==> src/sfd_pkg.sv <==
// Shared types, byte codes and defaults for the SLIP frame decoder.
package sfd_pkg;

  localparam int unsigned BufferBytesDefault = 128;

  localparam logic [7:0] CodeEnd    = 8'hC0;
  localparam logic [7:0] CodeEsc    = 8'hDB;
  localparam logic [7:0] CodeEscEnd = 8'hDC;
  localparam logic [7:0] CodeEscEsc = 8'hDD;

  typedef enum logic [1:0] {
    KindData   = 2'd0,
    KindFrame  = 2'd1,
    KindOrphan = 2'd2
  } sfd_kind_e;

  typedef struct packed {
    sfd_kind_e  kind;
    logic [7:0] data;
    logic [7:0] pos;
    logic       purged;
  } sfd_result_t;

  // Handshake between the decode stage and the output register.
  typedef struct packed {
    logic        valid;
    sfd_result_t result;
  } sfd_req_t;

endpackage

==> src/sfd_decode.sv <==
// Input register, escape/count state and per-byte decode logic.
module sfd_decode #(
  parameter int unsigned BufferBytes = sfd_pkg::BufferBytesDefault
) (
  input  logic             clk_i,
  input  logic             rst_ni,
  input  logic             in_valid_i,
  output logic             in_ready_o,
  input  logic [7:0]       in_byte_i,
  output sfd_pkg::sfd_req_t out_req_o,
  input  logic             out_ready_i
);

  localparam logic [7:0] WrapCount = 8'((BufferBytes - 2) % 256);

  logic       valid_q;
  logic [7:0] byte_q;
  logic       esc_q, esc_d;
  logic [7:0] count_q, count_d;

  logic       is_end, is_esc, has_result, fire, wrap;
  logic [7:0] value, count_inc;
  sfd_pkg::sfd_result_t res;

  assign is_end     = (byte_q == sfd_pkg::CodeEnd);
  assign is_esc     = (byte_q == sfd_pkg::CodeEsc);
  assign has_result = !is_esc;
  assign fire       = valid_q && (!has_result || out_ready_i);
  assign in_ready_o = !valid_q || fire;
  assign count_inc  = count_q + 8'd1;
  assign wrap       = (count_inc == WrapCount);

  always_comb begin
    if (esc_q && byte_q == sfd_pkg::CodeEscEnd) begin
      value = sfd_pkg::CodeEnd;
    end else if (esc_q && byte_q == sfd_pkg::CodeEscEsc) begin
      value = sfd_pkg::CodeEsc;
    end else begin
      value = byte_q;
    end
  end

  always_comb begin
    esc_d      = esc_q;
    count_d    = count_q;
    res.kind   = sfd_pkg::KindData;
    res.data   = value;
    res.pos    = count_q;
    res.purged = 1'b0;
    if (is_end) begin
      res.data = 8'd0;
      if (count_q != 8'd0) begin
        res.kind = sfd_pkg::KindFrame;
        count_d  = 8'd0;
        esc_d    = 1'b0;
      end else begin
        res.kind = sfd_pkg::KindOrphan;
        res.pos  = 8'd0;
      end
    end else if (is_esc) begin
      esc_d = 1'b1;
    end else begin
      esc_d = 1'b0;
      if (wrap) begin
        count_d    = 8'd0;
        res.purged = 1'b1;
      end else begin
        count_d = count_inc;
      end
    end
  end

  assign out_req_o.valid  = valid_q && has_result;
  assign out_req_o.result = res;

  always_ff @(posedge clk_i or negedge rst_ni) begin
    if (!rst_ni) begin
      valid_q <= 1'b0;
      esc_q   <= 1'b0;
      count_q <= 8'd0;
    end else begin
      if (in_ready_o) begin
        valid_q <= in_valid_i;
      end
      if (fire) begin
        esc_q   <= esc_d;
        count_q <= count_d;
      end
    end
  end

  always_ff @(posedge clk_i) begin
    if (in_valid_i && in_ready_o) begin
      byte_q <= in_byte_i;
    end
  end

  // Count never rests on the purge threshold.
  assert property (@(posedge clk_i) disable iff (!rst_ni)
    count_q != WrapCount || WrapCount == 8'd0)
    else $error("byte count reached the purge threshold");

  // A completed frame leaves the count and escape flag cleared.
  assert property (@(posedge clk_i) disable iff (!rst_ni)
    fire && res.kind == sfd_pkg::KindFrame |=> count_q == 8'd0 && !esc_q)
    else $error("state not cleared after frame end");

  // An escape byte arms the flag and leaves the count alone.
  assert property (@(posedge clk_i) disable iff (!rst_ni)
    fire && is_esc |=> esc_q && $stable(count_q))
    else $error("escape byte mishandled");

endmodule

==> src/sfd_out_reg.sv <==
// Result register toward the output stream.
module sfd_out_reg (
  input  logic                 clk_i,
  input  logic                 rst_ni,
  input  sfd_pkg::sfd_req_t    in_req_i,
  output logic                 in_ready_o,
  output logic                 out_valid_o,
  input  logic                 out_ready_i,
  output sfd_pkg::sfd_result_t out_result_o
);

  logic                 valid_q;
  sfd_pkg::sfd_result_t result_q;

  assign in_ready_o  = !valid_q || out_ready_i;
  assign out_valid_o = valid_q;
  assign out_result_o = result_q;

  always_ff @(posedge clk_i or negedge rst_ni) begin
    if (!rst_ni) begin
      valid_q <= 1'b0;
    end else if (in_ready_o) begin
      valid_q <= in_req_i.valid;
    end
  end

  always_ff @(posedge clk_i) begin
    if (in_ready_o && in_req_i.valid) begin
      result_q <= in_req_i.result;
    end
  end

endmodule

==> src/slip_frame_decoder_top.sv <==
// Top level of the SLIP frame decoder: byte stream in, decode events out.
//
// Each received byte enters on the slave stream and is held in an input
// register; combinational decode logic resolves the END/ESC codes and the
// frame byte count, and the event lands in a result register on the master
// stream. One byte is accepted every clock cycle while the master side takes
// results, so throughput is one byte per cycle; the only loop is the one-bit
// escape flag and the 8-bit frame counter, both updated as the decode stage
// hands its byte on. An ESC byte gives no event. END on a non-empty frame
// reports the frame length (kind 1), END on an empty frame reports an orphan
// (kind 2). A data byte that brings the count to BufferBytes - 2 is still
// delivered, flagged purged, and the frame is dropped with the count returned
// to zero.
module slip_frame_decoder_top #(
  parameter int unsigned BufferBytes = sfd_pkg::BufferBytesDefault
) (
  input  logic        clk_i,
  input  logic        rst_ni,
  input  logic        s_axis_tvalid_i,
  output logic        s_axis_tready_o,
  input  logic [7:0]  s_axis_tdata_i,   // [7:0] rx_byte
  output logic        m_axis_tvalid_o,
  input  logic        m_axis_tready_i,
  output logic [23:0] m_axis_tdata_o,   // [7:0] data_byte, [15:8] position, [16] purged
  output logic [1:0]  m_axis_tuser_o    // [1:0] event_kind
);

  sfd_pkg::sfd_req_t    dec_req;
  sfd_pkg::sfd_result_t out_result;
  logic                 out_reg_ready;

  // Decode stage: input register plus escape and count state.
  sfd_decode #(
    .BufferBytes(BufferBytes)
  ) u_decode (
    .clk_i      (clk_i),
    .rst_ni     (rst_ni),
    .in_valid_i (s_axis_tvalid_i),
    .in_ready_o (s_axis_tready_o),
    .in_byte_i  (s_axis_tdata_i),
    .out_req_o  (dec_req),
    .out_ready_i(out_reg_ready)
  );

  // Result register: hold the event while the master side stalls.
  sfd_out_reg u_out_reg (
    .clk_i       (clk_i),
    .rst_ni      (rst_ni),
    .in_req_i    (dec_req),
    .in_ready_o  (out_reg_ready),
    .out_valid_o (m_axis_tvalid_o),
    .out_ready_i (m_axis_tready_i),
    .out_result_o(out_result)
  );

  // Pack the event fields, lowest bit first, zero filled to whole bytes.
  assign m_axis_tdata_o = {7'd0, out_result.purged, out_result.pos, out_result.data};
  assign m_axis_tuser_o = out_result.kind;

endmodule

==> config.mk <==
export PLATFORM = sky130hd
export DESIGN_NAME = slip_frame_decoder_top
export DESIGN_NICKNAME = d
export VERILOG_FILES = /design/src/sfd_pkg.sv /design/src/sfd_decode.sv /design/src/sfd_out_reg.sv /design/src/slip_frame_decoder_top.sv
export SDC_FILE = /design/constraint.sdc
export NUM_CORES = 1
export LEC_CHECK = 0
export BUFFER_PORTS_ARGS = -buffer_cell sky130_fd_sc_hd__buf_4
export CORE_MARGIN = 2
export CORE_UTILIZATION = 48
export CTS_CLUSTER_DIAMETER = 120
export DETAILED_ROUTE_END_ITERATION = 6
export MAX_ROUTING_LAYER = met4
export PLACE_DENSITY = 0.75
export SETUP_SLACK_MARGIN = 0.2
export SLEW_MARGIN = 10
export SYNTH_ARGS = -nofsm -noshare
export SYNTH_HDL_FRONTEND = slang
export SYNTH_SLANG_ARGS = --single-unit
export TNS_END_PERCENT = 50
==> constraint.sdc <==
create_clock -name clk_i -period 1.8 [get_ports clk_i]
set_clock_uncertainty 0.1 [all_clocks]
set_input_delay 0.36 -clock clk_i [delete_from_list [all_inputs] [get_ports clk_i]]
set_output_delay 0.36 -clock clk_i [all_outputs]
set_load 0.05 [all_outputs]
# After elaboration in Yosys (flattened, before gate mapping)

Cells that the tools add are included.

Muxes and demuxes: 13
Add/sub/neg operators: 1
Reduce and logical (&&, ||, !) cells: 18
Equality and inequality tests: 7

Operator list:

| kind                                                   | number |
|---|---|
| two-way mux 8 bit                                      | 8 |
| == test 8 bit (second input constant)                  | 4 |
| adder 8 x 1 -> 8 bit (second input constant)           | 1 |
| == test 8 x 7 -> 1 bit (second input constant)         | 1 |
| nonzero test 8 bit                                     | 1 |
| logical AND 1 bit                                      | 6 |
| two-way mux 1 bit                                      | 4 |
| OR reduction 2 bit                                     | 2 |
| logical NOT 1 bit                                      | 3 |
| logical OR 1 bit                                       | 3 |
| AND reduction 3 bit                                    | 1 |
| OR reduction 3 bit                                     | 1 |
| two-way mux 2 bit                                      | 1 |
| inequality test 2 x 1 -> 1 bit (second input constant) | 1 |
| inequality test 2 bit (second input constant)          | 1 |
| AND reduction 2 bit                                    | 1 |

Output and inout port bits: 28
Word-level logic and storage cells: 50
Bits in registers: 38
Bits of input ports: 12

# Longest topological paths before layout

Gate-level depths: netlist of the first run.

Depth after elaboration: 6
Gate-level depth with buffers: 7
Depth with buffers taken out: 7

# Cells and area by module

Synthesis of the first run repeated with hierarchy kept, for this count alone.

Cells, all modules: 133
Area, all modules: 1736.7 sq um

Modules (own cells, without submodules):

| module                 | area an instance (sq um) | cells each | sequential area each (sq um) | instances |
|---|---|---|---|---|
| sfd_decode             | 1056.0                   | 102        | 490.5                        | 1 |
| sfd_out_reg            | 624.3                    | 23         | 595.6                        | 1 |
| slip_frame_decoder_top | 56.3                     | 8          | 0.0                          | 1 |

# Worst setup path before layout of the first run

OpenSTA, ideal clock, no wires.

Path type: reg2reg
Start point: reg u_out_reg.valid_q, in the netlist u_out_reg.out_valid_o
End point: reg u_decode.count_q[7]
Clock period less this slack: 2047 ps
Setup slack: -247 ps
Cell stages (with the launch flop): 7
Arrival: 1822 ps
Library setup time: 125 ps
Path buffers: 1
Required time: 1575 ps
Cell sequence: dfrtp_1 nand2b_1 o211ai_1 buf_6 inv_1 nand2_1 mux2_4

Word-level cells in the longest chain between the ends: 5

RTL lines:

| item                                 | line              | source |
|---|---|---|
| start, declared                      | sfd_out_reg.sv:12 | `logic valid_q;` |
| start signal, assigned               | sfd_out_reg.sv:23 | `valid_q <= in_req_i.valid;` |
| logical NOT 1 bit                    | sfd_out_reg.sv:15 | `assign in_ready_o = !valid_q \|\| out_ready_i;` |
| logical OR 1 bit                     | sfd_out_reg.sv:15 |  |
| logical OR 1 bit                     | sfd_decode.sv:28  | `assign fire = valid_q && (!has_result \|\| out_ready_i);` |
| logical AND 1 bit                    | sfd_decode.sv:28  |  |
| AND reduction 3 bit (no source line) | --                |  |
| end signal, assigned                 | sfd_decode.sv:87  | `count_q <= count_d;` |
| end, declared                        | sfd_decode.sv:19  | `logic [7:0] count_q, count_d;` |

No other way between the ends.
A chain may end at the register's enable or synchronous reset.

# Final worst setup path of the first run

Start point: reg u_decode.byte_q[1]
End point: reg u_decode.count_q[1]

Word-level cells in the longest chain between the ends: 4
Elaborated cells on any way between the ends: 8
Those cells by class: eq/ne: 4; mux: 1; reduce/logical: 3

RTL lines:

| item                                 | line             | source |
|---|---|---|
| start, declared                      | sfd_decode.sv:17 | `logic [7:0] byte_q;` |
| start signal, assigned               | sfd_decode.sv:94 | `byte_q <= in_byte_i;` |
| == test 8 bit                        | sfd_decode.sv:26 | `assign is_esc = (byte_q == sfd_pkg::CodeEsc);` |
| logical OR 1 bit                     | sfd_decode.sv:28 |  |
| logical AND 1 bit                    | sfd_decode.sv:28 |  |
| AND reduction 3 bit (no source line) | --               |  |

Parallel ways exist; a longest one is shown, timed or not.

==> results.json, run 1 <==
{
  "status": "finished with violations",
  "violations": "negative setup slack",
  "min_from": "s_axis_tdata_i[5]",
  "cpMostUsedCell": "nor2_4",
  "hold_violations": 0,
  "crit_path_end_kind": "flip-flop",
  "dp_hpwl_um": 2478,
  "grt_max_degree": 13,
  "final_common_cell": "buf_4",
  "port_buffers": 32,
  "seq_area_frac_synth_pct": 61.82,
  "core_area_sq_mm": 0.003416,
  "wl_met3_um": 297,
  "grt_pass1_vias": 1257,
  "synthDistinctLibCells": 44,
  "top_layer": "met4",
  "ios": 40,
  "antenna_found_initial": 0,
  "path_class": "flip-flop to flip-flop",
  "synthFlopType": "edfxtp_1",
  "grt_use_total_pct": 19.38,
  "syn2layout_area_growth_pct": 39.74,
  "dieArea_sq_mm": 0.004160,
  "dieWidth_um": 64.50,
  "pre_cts_ws_ns": -0.06033,
  "layout_min_cycle_time_ns": 2.026,
  "synth-edff-count": 27,
  "clock_path_buffers": 2,
  "clk_latency_ns": 0.35,
  "synthArstFlopShare_pct": 28.95,
  "final_core_util_pct": 71.87,
  "start_kind": "flip-flop",
  "power_density_mw_per_mm2": 1180,
  "wl_met1_um": 1538,
  "finalNonFillerCells": 245,
  "grt_pass1_wl_um": 5844,
  "syn_inst": 143,
  "yosys_warnings": 0,
  "ctsHtreeMaxLevel": 2,
  "ir_worst_vdd_mv": 0.5487,
  "wl_met2_um": 2133,
  "ant_nets": 0,
  "first_pass_iters": 5,
  "numCtsBuffers": 5,
  "wl_um": 4050,
  "drc": 0,
  "cts.clk_slew.worst_paths_ns": 0.11,
  "grt_setup_unrepaired": "true",
  "syn-cell-area_sq_mm": 0.001757,
  "initial_utilization_pct": 51.43,
  "setup_viol_count_final": 17,
  "drive_above_1_share_pct": 51.76,
  "syn-mean-instance-area_sq_um": 12.28,
  "dp_cells": 227,
  "placed_area_sq_mm": 0.002132,
  "grt_overflow": 0,
  "drt_iter0_drc": 52,
  "wire_per_inst_um": 16.53,
  "path_buf_inv": 3,
  "path_cells": "buf_4 > or4_4 > buf_6 > nor2_4 > nand2_4 > inv_6 > nor2_4 > o22ai_2",
  "arrival_ns": 2.20,
  "critPathRequiredTime_ns": 1.97,
  "die_h_um": 64.50,
  "fin_nets": 213,
  "final_cell_mix": "buf_4, edfxtp_1, nand2_1, dfrtp_1, buf_6",
  "cpLargestDelayFamily": "simple AND/OR/NAND/NOR gates",
  "routed-via-count": 1324,
  "cap_violations": 0,
  "clock_sinks": 38,
  "layout_worst_path_cycle_share_pct": 112.5,
  "viasPerCell": 5.404,
  "maxSlewViolCount": 0,
  "crit_start": "u_decode.byte_q[1]$_DFFE_PP_",
  "worst_hold_slack_ns": 0.08714,
  "synth_seq_cells": 38,
  "placementRows": 21,
  "setup_ws_ns": -0.2257,
  "slowest_stage": "or4_4",
  "reg2reg_from": "u_decode.byte_q[1]$_DFFE_PP_",
  "worst_hold_path_type": "input port to flip-flop",
  "finalWeightedCongestion": 0.8870,
  "cts_tree": "built",
  "antenna_cells": 0,
  "crit_path_max_fanout": 4,
  "cts-root-buf": "clkbuf_4",
  "finish.instance_area_sq_mm": 0.002455,
  "leakage_nw": 0.9942,
  "fmaxAchievable_mhz": 493.6,
  "slowest_delay_ns": 0.54
}
area by class of cell:
cell class              count  area, sq um
flip-flops and latches     38         1087
fillers                   223        960.9
multi-input cells          86        719.4
repair buffers             61        510.5
well taps                  46        57.56
clock buffers               7        45.04
inverters                   6        31.28
clock inverters             1        3.754
per-layer routing:
metal	vias to the layer above	GRT usage, %
met5	-	-
met4	0	10.37
met2	83	30.86
met3	11	4.688
met1	614	22.97
li1	616	-
synthesized netlist by cell type (3+ instances only):
cell type	instances	area, sq um
nand3_1	6	30.03
buf_6	3	33.78
buf_4	7	52.55
a31oi_1	3	18.77
edfxtp_1	27	810.8
inv_1	5	18.77
and2_1	5	31.28
ha_1	3	37.54
nand4_1	3	18.77
nor2_1	7	26.28
nand2_1	12	45.04
dfrtp_1	11	275.3
clkbuf_1	8	30.03
nor3_1	4	20.02
final timing paths:
path / to / slack (ns) / cells past startpoint
hold reg to reg: u_decode.esc_q$_DFFE_PN0P_ / 0.45 / 1
setup reg to reg: u_decode.count_q[1]$_DFFE_PN0P_ / -0.23 / 8
min in group asynchronous: u_decode.count_q[2]$_DFFE_PN0P_ / 0.27 / 2
setup / recovery: u_decode.count_q[1]$_DFFE_PN0P_ / -0.23 / 8
hold / removal: u_decode.byte_q[5]$_DFFE_PP_ / 0.09 / 1
max in group asynchronous: u_out_reg.out_valid_o$_DFFE_PN0P_ / 1.16 / 2
registers in the layout, indices dropped and copies added, names as in the netlist:
register                count
u_out_reg.out_valid_o       1
u_decode.esc_q              1
u_out_reg.out_result_o     19
u_decode.count_q            8
u_decode.byte_q             8
u_decode.valid_q            1
what timing repair did:
action | 4_1_cts | 5_1_grt
gates cloned | 0 | 0
gates resized for setup | 16 | 28
hold buffers | 1 | 0
setup endpoints to repair | 44 | 46
endpoints found under the hold margin | 11 | 0
pin swaps | 18 | 13
setup buffers | 8 | 1
cells by family (layout without fill, tap and decap cells):
kind of cell             Yosys count  after routing  share of synthesized area (%)
adder cells (fa/ha/maj)            3              3                          2.137
AO/OA/AOI/OAI                     20             20                          8.262
buffers and inverters             25             75                          8.190
other                              1              7                         0.2135
multiplexers                       1              1                         0.8545
XOR/XNOR                           2              2                         0.9973
flip-flops                        38             38                          61.82
AND/OR/NAND/NOR                   53             53                          17.52
stage by stage:
stage / total power, mW / setup TNS [ns]
floorplan: 1.964 / -0.8237
global placement: 2.186 / -0.07973
detailed placement: 2.229 / -0.7156
CTS: 2.702 / -0.4017
global route: 3.026 / -3.873
finish: 2.896 / -2.676
report_power, final:
| group | leakage [nW] | switching, mW | internal, mW |
|---|---|---|---|
| Combinational | 0.582 | 0.713 | 0.489 |
| Sequential | 0.385 | 0.161 | 1.12 |
| Clock | 0.0269 | 0.262 | 0.150 |
worst reg2reg max path, cell delays in order (launching register included):
cell	delay [ns]
edfxtp_1	0.41
buf_4	0.15
or4_4	0.54
buf_6	0.15
nor2_4	0.17
nand2_4	0.11
inv_6	0.10
nor2_4	0.05
o22ai_2	0.16
Note: power is estimated with default switching activity, not from simulation.
==> run 2: changes to the inputs <==
--- a/config.mk
+++ b/config.mk
@@ -7,11 +7,12 @@
 export LEC_CHECK = 0
 export BUFFER_PORTS_ARGS = -buffer_cell sky130_fd_sc_hd__buf_4
 export CORE_MARGIN = 2
-export CORE_UTILIZATION = 48
+export CORE_UTILIZATION = 50
+export CTS_BUF_LIST = sky130_fd_sc_hd__clkbuf_8
 export CTS_CLUSTER_DIAMETER = 120
 export DETAILED_ROUTE_END_ITERATION = 6
 export MAX_ROUTING_LAYER = met4
-export PLACE_DENSITY = 0.75
+export PLACE_DENSITY = 0.78
 export SETUP_SLACK_MARGIN = 0.2
 export SLEW_MARGIN = 10
 export SYNTH_ARGS = -nofsm -noshare
==> results.json, run 2 (synthesis gave the netlist of run 1 again) <==
{
  "start_kind": "flip-flop",
  "cts-root-buf": "clkbuf_8",
  "violations": "negative setup slack",
  "cts_tree": "built",
  "grt_use_total_pct": 20.15,
  "setup_ws_ns": -0.1439,
  "final_cell_mix": "buf_4, edfxtp_1, dfrtp_1, nand2_1, buf_6",
  "layout_worst_path_cycle_share_pct": 108.0,
  "final_common_cell": "buf_4",
  "largest_reg_flops": 19,
  "antenna_found_initial": 0,
  "numCtsBuffers": 5,
  "total_power_mw": 3.163,
  "core_area_sq_mm": 0.003363,
  "initial_utilization_pct": 52.23,
  "syn2layout_area_growth_pct": 45.80,
  "fin_setup_tns_ns": -1.259,
  "clock_sinks": 38,
  "ctsHtreeMaxLevel": 2,
  "crit_path_end_kind": "flip-flop",
  "clock_path_buffers": 2,
  "fmaxAchievable_mhz": 514.4,
  "drive_above_1_share_pct": 52.83,
  "wl_um": 3983,
  "ios": 40,
  "hold_violations": 0,
  "status": "finished with violations",
  "dieWidth_um": 63.28,
  "ant_nets": 0,
  "crit_path_max_fanout": 5,
  "grt_overflow": 0,
  "critPathRequiredTime_ns": 1.92,
  "dp_hpwl_um": 2461,
  "leakage_nw": 1.095,
  "port_buffers": 32,
  "worst_hold_path_type": "input port to flip-flop",
  "grt_max_degree": 12,
  "finish.instance_area_sq_mm": 0.002561,
  "placementRows": 21,
  "fill_cells": 212,
  "grt_pass1_vias": 1312,
  "path_class": "flip-flop to flip-flop",
  "worst_hold_slack_ns": 0.1416,
  "min_from": "s_axis_tdata_i[7]",
  "drc": 0,
  "viasPerCell": 5.395,
  "clk_latency_ns": 0.29,
  "dieArea_sq_mm": 0.004004,
  "die_h_um": 63.28,
  "fin_nets": 226,
  "maxSlewViolCount": 0,
  "crit_start": "u_decode.byte_q[1]$_DFFE_PP_",
  "first_pass_iters": 4,
  "wire_per_inst_um": 15.44,
  "routed-via-count": 1392,
  "reg2reg_from": "u_decode.byte_q[1]$_DFFE_PP_",
  "layout_min_cycle_time_ns": 1.944,
  "ir_worst_vdd_mv": 0.7640,
  "cap_violations": 0,
  "drt_iter0_drc": 57,
  "setup_viol_count_final": 32,
  "placed_area_sq_mm": 0.002147,
  "antenna_cells": 0,
  "finalWeightedCongestion": 0.8927,
  "cts.clk_slew.worst_paths_ns": 0.07,
  "final_core_util_pct": 76.15,
  "power_density_mw_per_mm2": 1235,
  "grt_pass1_wl_um": 5975,
  "arrival_ns": 2.07,
  "grt_setup_unrepaired": "true"
}
run 2: cell types whose count changed in the layout (fill, tap and decap cells not counted), sizes merged:
cell	change
clkinv	-1
buf	+13
inv	+2
bufinv	+1
clkbuf	-2
run 2: final cells by class:
cell class | count | area, sq um | share of cell area [%]
inverter | 6 | 28.78 | 1.124
timing repair buffer | 74 | 609.3 | 23.79
multi-input combinational | 86 | 671.9 | 26.23
clock buffer | 5 | 68.82 | 2.687
tap | 46 | 57.56 | 2.247
clock inverter | 3 | 37.54 | 1.466
sequential | 38 | 1087 | 42.45
run 2: worst paths after layout:
check / endpoint / cells after the start / slack (ns)
min: u_decode.byte_q[7]$_DFFE_PP_ / 1 / 0.14
min reg2reg: u_decode.esc_q$_DFFE_PN0P_ / 1 / 0.45
min in group asynchronous: u_decode.count_q[6]$_DFFE_PN0P_ / 2 / 0.34
max reg2reg: u_decode.count_q[5]$_DFFE_PN0P_ / 8 / -0.14
max: u_decode.count_q[5]$_DFFE_PN0P_ / 8 / -0.14
max in group asynchronous: u_out_reg.out_valid_o$_DFFE_PN0P_ / 2 / 1.09
run 2: critical path, stage by stage (launching register included):
cell and delay [ns]:
edfxtp_1 0.42, buf_6 0.14, nand4_1 0.13, buf_4 0.14
o211ai_1 0.08, buf_4 0.17, buf_6 0.13, or4_1 0.47
nand3_1 0.09
run 2: stage by stage:
step | worst slack (ns) | instances
final | -0.1439 | 258
after global placement | -0.04233 | 229
after global routing | -0.1875 | 258
after floorplan | -0.07651 | 149
after CTS | -0.1149 | 249
after detailed placement | -0.04689 | 229
run 2: metal layers:
layer | track usage, % | routed length (um) | up-vias
li1 | - | - | 634
met1 | 23.73 | 1668 | 671
met2 | 31.78 | 1983 | 73
met3 | 6.071 | 238 | 14
met4 | 9.783 | 93 | 0
met5 | - | 0 | -
run 2: power by group:
group / internal [mW] / switching (mW)
Sequential: 1.12 / 0.142
Clock: 0.403 / 0.288
Combinational: 0.504 / 0.703
run 2: what timing repair did:
action,in CTS,in global routing
gates cloned,1,0
buffers inserted,10,9
resized for setup,16,21
pin swaps,13,10
hold buffers,1,0
hold endpoints to repair,11,0
endpoints found under the setup margin,44,44
==> run 3: changes to the inputs <==
--- a/config.mk
+++ b/config.mk
@@ -14,7 +14,6 @@
 export MAX_ROUTING_LAYER = met4
 export PLACE_DENSITY = 0.78
 export SETUP_SLACK_MARGIN = 0.2
-export SLEW_MARGIN = 10
 export SYNTH_ARGS = -nofsm -noshare
 export SYNTH_HDL_FRONTEND = slang
 export SYNTH_SLANG_ARGS = --single-unit
==> constraint.sdc (replaced) <==
create_clock -name clk_i -period 1.8 [get_ports clk_i]
set_clock_uncertainty 0.1 [all_clocks]
set_input_delay 0.27 -clock clk_i [delete_from_list [all_inputs] [get_ports clk_i]]
set_output_delay 0.27 -clock clk_i [all_outputs]
set_load 0.05 [all_outputs]
==> results.json, run 3 (synthesis gave the netlist of run 1 again) <==
{
  "placed_area_sq_mm": 0.002147,
  "fin_setup_tns_ns": -0.9230,
  "setup_viol_count_final": 12,
  "start_kind": "flip-flop",
  "initial_utilization_pct": 52.23,
  "arrival_ns": 1.98,
  "ant_nets": 0,
  "dp_cells": 229,
  "cts.clk_slew.worst_paths_ns": 0.07,
  "final_cell_mix": "buf_4, edfxtp_1, nand2_1, dfrtp_1, conb_1",
  "final_core_util_pct": 74.70,
  "worst_hold_slack_ns": 0.04883,
  "cts_tree": "built",
  "leakage_nw": 1.045,
  "slowest_delay_ns": 0.39,
  "drc": 0,
  "critPathRequiredTime_ns": 1.88,
  "multi_input_area_sq_um": 688.2,
  "placementRows": 21,
  "clk_latency_ns": 0.29,
  "layout_min_cycle_time_ns": 1.901,
  "grt_pass1_wl_um": 6251,
  "grt_pass1_vias": 1316,
  "largest_reg_flops": 19,
  "port_buffers": 32,
  "holdPathEnd": "u_decode.byte_q[2]$_DFFE_PP_",
  "violations": "negative setup slack",
  "path_cells": "ha_2 > xnor2_1 > nor4b_2 > buf_4 > o211ai_4 > a31oi_2 > o21ai_1",
  "first_pass_iters": 5,
  "crit_path_max_fanout": 8,
  "grt_overflow": 0,
  "ctsHtreeMaxLevel": 2,
  "status": "finished with violations",
  "die_h_um": 63.28,
  "antenna_cells": 0,
  "fin_nets": 218,
  "reg2reg_depth": 7,
  "seq_area_sq_mm": 0.001087,
  "antenna_found_initial": 0,
  "cap_violations": 0,
  "min_path_cells": 1,
  "core_area_sq_mm": 0.003363,
  "clock_path_buffers": 2,
  "layout_worst_path_cycle_share_pct": 105.6,
  "syn2layout_area_growth_pct": 43.02,
  "path_buf_inv": 1,
  "drive_above_1_share_pct": 51.96,
  "routed-via-count": 1364,
  "slowest_stage": "dfrtp_1",
  "worstReg2RegEnd": "u_decode.count_q[4]$_DFFE_PN0P_",
  "grt_setup_unrepaired": "true",
  "grt_use_total_pct": 21.51,
  "cts-root-buf": "clkbuf_8",
  "fmaxAchievable_mhz": 526.2,
  "min_from": "s_axis_tdata_i[2]",
  "hold_violations": 0,
  "ff2ff_setup_slack_ns": -0.10,
  "crit_path_end_kind": "flip-flop",
  "finish.instance_area_sq_mm": 0.002512,
  "viasPerCell": 5.456,
  "finalNonFillerCells": 250,
  "wl_um": 4082,
  "cpLargestDelayFamily": "compound AO/OA/AOI/OAI gates",
  "numCtsBuffers": 5,
  "reg2reg_from": "u_decode.count_q[1]$_DFFE_PN0P_",
  "power_density_mw_per_mm2": 1261,
  "clock_sinks": 38,
  "grt_max_degree": 16,
  "dieArea_sq_mm": 0.004004,
  "setup_ws_ns": -0.1005,
  "wire_per_inst_um": 16.33,
  "final_common_cell": "buf_4",
  "drt_iter0_drc": 65,
  "dieWidth_um": 63.28,
  "fill_cells": 218,
  "worst_hold_path_type": "input port to flip-flop",
  "ios": 40,
  "maxSlewViolCount": 0,
  "path_class": "flip-flop to flip-flop",
  "ir_worst_vdd_mv": 0.8859,
  "dp_hpwl_um": 2336,
  "finalWeightedCongestion": 0.8904
}
## run 3: cell count changes in the layout (fill, tap and decap cells not counted), sizes merged
cell	delta
buf	-8
## run 3: worst max path at each step
| stage | start | endpoint | slack (ns) | depth (start not counted) |
|---|---|---|---|---|
| finish | u_decode.count_q[1]$_DFFE_PN0P_ | u_decode.count_q[4]$_DFFE_PN0P_ | -0.10 | 7 |
| global route | u_decode.count_q[1]$_DFFE_PN0P_ | u_decode.count_q[4]$_DFFE_PN0P_ | -0.18 | 7 |
| CTS | u_decode.byte_q[1]$_DFFE_PP_ | s_axis_tready_o | -0.06 | 5 |
| detailed placement | u_decode.byte_q[4]$_DFFE_PP_ | u_decode.count_q[0]$_DFFE_PN0P_ | -0.11 | 7 |
| global placement | u_decode.byte_q[4]$_DFFE_PP_ | u_out_reg.out_result_o[1]$_DFFE_PP_ | -0.07 | 6 |
| floorplan | u_decode.byte_q[2]$_DFFE_PP_ | u_decode.count_q[0]$_DFFE_PN0P_ | -0.08 | 6 |
## run 3: final cells by class
| cell class | instances | area share [%] |
|---|---|---|
| Tap cell | 46 | 2.291 |
| Sequential cell | 38 | 43.28 |
| Multi-Input combinational cell | 86 | 27.39 |
| Timing Repair Buffer | 66 | 21.66 |
| Clock buffer | 5 | 2.739 |
| Inverter | 6 | 1.145 |
| Clock inverter | 3 | 1.494 |
## run 3: where the power goes
part / internal (mW) / switching (mW) / total [mW]
clock network: 0.403 / 0.290 / 0.692
registers: 1.12 / 0.137 / 1.26
logic: 0.501 / 0.714 / 1.21
total: 2.03 / 1.14 / 3.17
## run 3: timing repair
action,CTS,global route
buffers inserted,7,5
pin swaps,19,9
endpoints found under the hold margin,11,0
setup endpoints to repair,44,44
hold buffers,1,0
gates resized for setup,26,11
## run 3: per-stage QoR
stage	worst slack [ns]	total power, mW
global placement	-0.06774	2.241
detailed placement	-0.1127	2.266
finish	-0.1005	3.167
floorplan	-0.07651	1.964
CTS	-0.05901	3.045
global route	-0.1771	3.288
## run 3: routing by layer
layer	wire length [um]	vias up	track usage, %
li1	-	620	-
met1	1591	650	25.06
met2	2040	75	34.31
met3	283	19	6.429
met4	166	0	10.33
met5	0	-	-
